[config.mk]
export PLATFORM = sky130hd
export DESIGN_NAME = ddo_ctrl
export DESIGN_NICKNAME = d
export VERILOG_FILES = /design/src/sv/ddo_pkg.sv /design/src/sv/ddo_ctrl.sv
export SDC_FILE = /design/constraint.sdc
export NUM_CORES = 1
export LEC_CHECK = 0
export BUFFER_PORTS_ARGS = -buffer_cell sky130_fd_sc_hd__buf_4
export CAP_MARGIN = 30
export CORE_AREA = 2 2 39 41
export DETAILED_ROUTE_END_ITERATION = 6
export DIE_AREA = 0 0 41 43
export PLACE_DENSITY_LB_ADDON = 0.25
export REMOVE_ABC_BUFFERS = 1
export SYNTH_ARGS = -nofsm -noshare
export SYNTH_HDL_FRONTEND = slang
export SYNTH_SLANG_ARGS = --single-unit
[constraint.sdc]
create_clock -name clock -period 3.3 [get_ports clock]
set_clock_uncertainty 0.1 [all_clocks]
set_input_delay 0.495 -clock clock [delete_from_list [all_inputs] [get_ports clock]]
set_output_delay 0.495 -clock clock [all_outputs]
set_load 0.02 [all_outputs]
[src/sv/ddo_pkg.sv]
`timescale 1ns / 1ps
package ddo_pkg;

   localparam int CORDIC_STEPS_DEF = 24;
   localparam int FRAC_BITS_DEF    = 16;

   localparam int CSR_IDX_W  = 2;
   localparam int CSR_DATA_W = 24;

   localparam logic [CSR_IDX_W-1:0] CSR_RADIUS_LEFT  = 2'd0;
   localparam logic [CSR_IDX_W-1:0] CSR_RADIUS_RIGHT = 2'd1;
   localparam logic [CSR_IDX_W-1:0] CSR_INV_TRACK    = 2'd2;

   localparam logic [15:0] RADIUS_RST    = 16'd3277;
   localparam logic [23:0] INV_TRACK_RST = 24'd327680;

   localparam logic [31:0] CORDIC_GAIN = 32'd2608131496;
   localparam logic [28:0] INV_4PI     = 29'd341782638;

   localparam int WORK_W    = 60;
   localparam int WORK_FRAC = 24;

   typedef struct packed {
      logic signed [31:0] delta_left;
      logic signed [31:0] delta_right;
   } req_type;

   typedef struct packed {
      logic signed [31:0] pos_x;
      logic signed [31:0] pos_y;
      logic        [31:0] heading;
   } rsp_type;

   typedef enum logic [3:0] {
      ST_IDLE, ST_MUL_L, ST_MUL_R, ST_SUM, ST_MUL_RAD,
      ST_MUL_LO, ST_MUL_HI, ST_GAIN, ST_ROT, ST_UPDATE
   } state_type;

   typedef enum logic [3:0] {
      OP_NONE, OP_LOAD, OP_MUL_L, OP_MUL_R, OP_SUM, OP_MUL_RAD,
      OP_MUL_LO, OP_MUL_HI, OP_GAIN, OP_ROT, OP_UPDATE
   } op_type;

   typedef struct packed {
      op_type      op;
      logic [4:0]  step;
   } cmd_type;

   typedef struct packed {
      logic out_busy;
   } sts_type;

   function automatic logic [31:0] atan_bam(input logic [4:0] idx);
      logic [31:0] v;
      case (idx)
         5'd0:  v = 32'd536870912;
         5'd1:  v = 32'd316933406;
         5'd2:  v = 32'd167458907;
         5'd3:  v = 32'd85004756;
         5'd4:  v = 32'd42667331;
         5'd5:  v = 32'd21354465;
         5'd6:  v = 32'd10679838;
         5'd7:  v = 32'd5340245;
         5'd8:  v = 32'd2670163;
         5'd9:  v = 32'd1335087;
         5'd10: v = 32'd667544;
         5'd11: v = 32'd333772;
         5'd12: v = 32'd166886;
         5'd13: v = 32'd83443;
         5'd14: v = 32'd41722;
         5'd15: v = 32'd20861;
         5'd16: v = 32'd10430;
         5'd17: v = 32'd5215;
         5'd18: v = 32'd2608;
         5'd19: v = 32'd1304;
         5'd20: v = 32'd652;
         5'd21: v = 32'd326;
         5'd22: v = 32'd163;
         5'd23: v = 32'd81;
         5'd24: v = 32'd41;
         5'd25: v = 32'd20;
         5'd26: v = 32'd10;
         5'd27: v = 32'd5;
         5'd28: v = 32'd3;
         5'd29: v = 32'd1;
         5'd30: v = 32'd1;
         default: v = 32'd0;
      endcase
      return v;
   endfunction

endpackage

[src/sv/ddo_ctrl.sv]
`timescale 1ns / 1ps
module ddo_ctrl #(
   parameter int CORDIC_STEPS = ddo_pkg::CORDIC_STEPS_DEF
) (
   input  logic             clock,
   input  logic             reset,
   input  logic             req_valid,
   output logic             req_ready,
   input  ddo_pkg::sts_type sts,
   output ddo_pkg::cmd_type cmd
);

   localparam int CNT_W = $clog2(CORDIC_STEPS + 1);
   localparam logic [CNT_W-1:0] LAST = CNT_W'(CORDIC_STEPS - 1);

   ddo_pkg::state_type state_ff, state_in;
   logic [CNT_W-1:0]   step_ff, step_in;

   always_ff @(posedge clock) begin
      if (reset) begin
         state_ff <= ddo_pkg::ST_IDLE;
         step_ff  <= '0;
      end else begin
         state_ff <= state_in;
         step_ff  <= step_in;
      end
   end

   always_comb begin
      state_in  = state_ff;
      step_in   = step_ff;
      req_ready = 1'b0;
      cmd.op    = ddo_pkg::OP_NONE;
      cmd.step  = 5'(step_ff);
      case (state_ff)
         ddo_pkg::ST_IDLE: begin
            req_ready = 1'b1;
            if (req_valid) begin
               cmd.op   = ddo_pkg::OP_LOAD;
               state_in = ddo_pkg::ST_MUL_L;
            end
         end
         ddo_pkg::ST_MUL_L: begin
            cmd.op   = ddo_pkg::OP_MUL_L;
            state_in = ddo_pkg::ST_MUL_R;
         end
         ddo_pkg::ST_MUL_R: begin
            cmd.op   = ddo_pkg::OP_MUL_R;
            state_in = ddo_pkg::ST_SUM;
         end
         ddo_pkg::ST_SUM: begin
            cmd.op   = ddo_pkg::OP_SUM;
            state_in = ddo_pkg::ST_MUL_RAD;
         end
         ddo_pkg::ST_MUL_RAD: begin
            cmd.op   = ddo_pkg::OP_MUL_RAD;
            state_in = ddo_pkg::ST_MUL_LO;
         end
         ddo_pkg::ST_MUL_LO: begin
            cmd.op   = ddo_pkg::OP_MUL_LO;
            state_in = ddo_pkg::ST_MUL_HI;
         end
         ddo_pkg::ST_MUL_HI: begin
            cmd.op   = ddo_pkg::OP_MUL_HI;
            state_in = ddo_pkg::ST_GAIN;
         end
         ddo_pkg::ST_GAIN: begin
            cmd.op   = ddo_pkg::OP_GAIN;
            step_in  = '0;
            state_in = ddo_pkg::ST_ROT;
         end
         ddo_pkg::ST_ROT: begin
            cmd.op = ddo_pkg::OP_ROT;
            if (step_ff == LAST) begin
               state_in = ddo_pkg::ST_UPDATE;
            end else begin
               step_in = step_ff + 1'b1;
            end
         end
         ddo_pkg::ST_UPDATE: begin
            if (!sts.out_busy) begin
               cmd.op   = ddo_pkg::OP_UPDATE;
               state_in = ddo_pkg::ST_IDLE;
            end
         end
         default: state_in = ddo_pkg::ST_IDLE;
      endcase
   end

endmodule

After elaboration in Yosys (flattened, before gate mapping):

Index checks and enable logic that the tools add are counted.

* flip-flop bits (word level): 9
* bits of input ports: 4
* output and inout bits: 10
* logic and storage cells: 31

* $add $sub $neg: 1
* equal/unequal tests: 14
* muxes and demuxes: 10
* reductions and logical operators: 4

Operators with widths (count)
* 4-bit case mux with 10 select lines: 2
* 4-bit by 3-bit equality test with 1-bit output (second input constant): 4
* 4-bit 2-to-1 mux: 4
* 5-bit case mux with 2 select lines: 1
* 4-bit by 2-bit equality test with 1-bit output (second input constant): 2
* 4-bit equality test (second input constant): 2
* 2-bit inequality test (second input constant): 4
* 5-bit by 1-bit adder with 5-bit output (second input constant): 1
* 5-bit equality test (second input constant): 1
* 5-bit 2-to-1 mux: 1
* 4-bit by 1-bit equality test with 1-bit output (second input constant): 1
* 4-bit logical NOT: 1
* 3-bit AND reduction: 1
* 1-bit 2-to-1 mux: 2
* 2-bit AND reduction: 1
* 2-bit nonzero test: 1

Longest topological paths before layout:

* depth after elaboration: 3
* mapped depth: 5
* depth with buffers taken out: 4

Worst setup path before layout:

OpenSTA, ideal clock, no wires.

* path type: reg2out
* from: register state_ff[1]
* to: output cmd[5] (netlist bit)
* arrival: 1.317 ns
* required time: 2.705 ns
* slack: 1.388 ns
* cell stages (with the launch flop): 4
* path buffers: 1
* path through: dfxtp_1 -> buf_6 -> or2_2 -> a211oi_1

RTL lines
* start: declaration: RTL line ddo_ctrl.sv:16 `ddo_pkg::state_type state_ff, state_in;`
* start signal: assignment: RTL line ddo_ctrl.sv:21 `state_ff <= ddo_pkg::ST_IDLE;`
* start signal: assignment: RTL line ddo_ctrl.sv:24 `state_ff <= state_in;`
* end: declaration: RTL line ddo_ctrl.sv:10 `output ddo_pkg::cmd_type cmd`

==> run summary <==
Async SR Flop Fraction: 0
CTS tree: built
RD Place Congestion: 0.684
Synth Area in Compound Gates: 0.205
Pins over their slew limit: 0
Syn. warnings: 0
Startpoint types: flip-flop
EDFF count, synth: 0
Area grow syn2layout: 21.5%
Status: complete, no violations
Max Cap Viol: 0
Via count: 498
Grt ovf: 0
Global-route wire length before repair: 1.76 mm
1st-iter DRT viols: 7
Hold buffers post-CTS: 0
XOR/XNOR Fraction of Synth Area: 0.0341
Synth Area in Adders: 0.0244
Main synth FF type: dfxtp_1
Drt first pass iters: 4
Total Wirelength: 1.08 mm
VDD IR max: 0.185 mV
Worst-Margin Slew: 0.379 ns
Crit. End Element: output port
Die X-Extent: 41 um
Fin crit share: 0.621
Critical path required time: 2.70 ns
CP Class: reg2out
Hold Fails Final Rpt: 0
Post-CTS Resized: 0
Max frequency: 488 MHz
CTS H-tree depth: 1
CTS Sinks: 9
# nets final: 80
Largest net degree at the start of global routing: 14
Avg Cell Area, Syn: 8.14 um2
Hold WC Path Type: in2reg
Clock slew at reported path FFs: 0.06 ns
Antenna viol nets, final: 0
Post-CTS Repair Setup Buffers: 0
Drc violations: 0
Share of post-route cells with drive strength above 1: 0.257
Worst Path Max Fanout: 9
# rows: 14
Post-Synth Simple-Gate Area: 0.312
Tot Pwr: 250 uW
Slowest stage cell on the critical path: dfxtp_1
Area of the die: 1760 um2
PortBufs: 13
Ant diodes: 0
Critical Path AT: 1.45 ns
Proportion of synthesized area in mux cells: 0
#FFs+latches synth: 9
Overall Global Routing Usage: 0.148
Yosys cell types: 33
Core area: 1380 um2
Number of global-route vias before repair: 429
Initial Utilization: 0.371
Final number of setup-violating endpoints: 0
Unrepaired setup endpoints after global routing: false
Leakage: 0.241 nW
Antenna violations before repair: 0
Slew HR: 0.747
TNS Setup: 0 ns
DR WL/cell: 12.0 um
Largest family of logic cells by synthesized area: simple AND/OR/NAND/NOR gates
Worst path top cell family by delay: flip-flops
Clock buffer depth: 2
Post-synthesis sequential area ratio: 0.351
Total CTS buffers: 3
Worst path cell trace: or2_2 -> a211oi_1 -> buf_4
Fin Hold WS: 0.349 ns
Clock root cell: clkbuf_4
Post-route minimum period: 2.05 ns
DP HPWL: 744 um
CP peak stage delay: 0.40 ns
Fillers: 139
Die Height: 43 um
Via density: 5.53
PwrDens: 400 nW/um2
Ports: 14
Clock latency on the worst-skew pair: 0.26 ns
Synth Instances: 63
Post-Syn Area: 513 um2
Critical path buffer and inverter count: 1
-- area by class of cell --
cell class | instances | area (um2) | share of cell area
Clock buffer | 4 | 26.3 | 0.0422
Inverter | 1 | 3.75 | 0.00602
Multi-Input combinational cell | 47 | 295 | 0.474
Sequential cell | 9 | 180 | 0.289
Tap cell | 16 | 20.0 | 0.0321
Timing Repair Buffer | 13 | 97.6 | 0.157
-- path summary, 6_finish.rpt --
path                                                from                        to  slack, ns  cells past startpoint
worst max-delay path            state_ff[1]$_SDFFE_PP0P_                    cmd[5]       1.25                      3
worst min-delay path                               reset  state_ff[3]$_SDFFE_PP0P_       0.35                      2
worst max register to register  state_ff[3]$_SDFFE_PP0P_   step_ff[3]$_SDFFE_PP0P_       1.33                      3
worst min register to register   step_ff[4]$_SDFFE_PP0P_   step_ff[4]$_SDFFE_PP0P_       0.40                      2
-- state kept, by name, summed over array words and instances (netlist names) --
| signal | count |
|---|---|
| step_ff | 5 |
| state_ff | 4 |
-- power breakdown --
group          total (mW)  switching [mW]  internal, mW  leakage (nW)
logic              0.0439          0.0235        0.0204         0.153
clock network      0.0859          0.0393        0.0466        0.0150
registers           0.120         0.00803         0.112        0.0729
total               0.250          0.0708         0.179         0.241
-- cell usage after synthesis, types with 2 or more instances --
master	number	area share
o211ai_1	2	0.029
nand3_1	3	0.029
dfxtp_1	9	0.35
nand2_1	5	0.037
o21ai_0	4	0.039
or3_1	2	0.024
a21oi_1	5	0.049
nor3_1	3	0.029
clkbuf_1	3	0.022
nor2_1	3	0.022
nor4_1	2	0.024
-- layout by cell type (no fill, tap or decap), types with 3 or more instances in the layout --
master,netlist,routed
buf_4,1,13
dfxtp_1,9,9
nand2_1,5,5
a21oi_1,5,5
o21ai_0,4,4
nor3_1,3,3
nor2_1,3,3
nand3_1,3,3
clkbuf_4,0,3
-- worst reg2reg max path, cell delays in order, from the launching register on --
cell     delay (ns)
dfxtp_1        0.55
or4b_4         0.59
or4_1          0.52
a21oi_1        0.14
-- stage by stage --
step           worst slack (ns)   util  instance area, um2  instances
6_report                   1.25  0.450                 623         90
5_1_grt                    1.18  0.450                 623         90
4_1_cts                    1.25  0.450                 623         90
3_5_place_dp               1.37  0.431                 597         86
3_3_place_gp               1.39  0.431                 597         86
2_1_floorplan              1.42      -                 479         57
-- per-layer routing --
metal  wire length, um  global-route usage  up-vias
li1                  -                   -      255
met1               540               0.187      225
met2               459               0.203       16
met3                65              0.0471        2
met4                19               0.100        0
met5                 0                   0        -
-- cells by family (layout without fill, tap and decap cells) --
logic type / count (synthesis) / after routing
xor+xnor: 2 / 2
compound gates: 17 / 17
simple gates: 27 / 27
flops: 9 / 9
fa+ha+maj: 1 / 1
buf+inv: 7 / 18
Power figures use the tool's default switching activity.
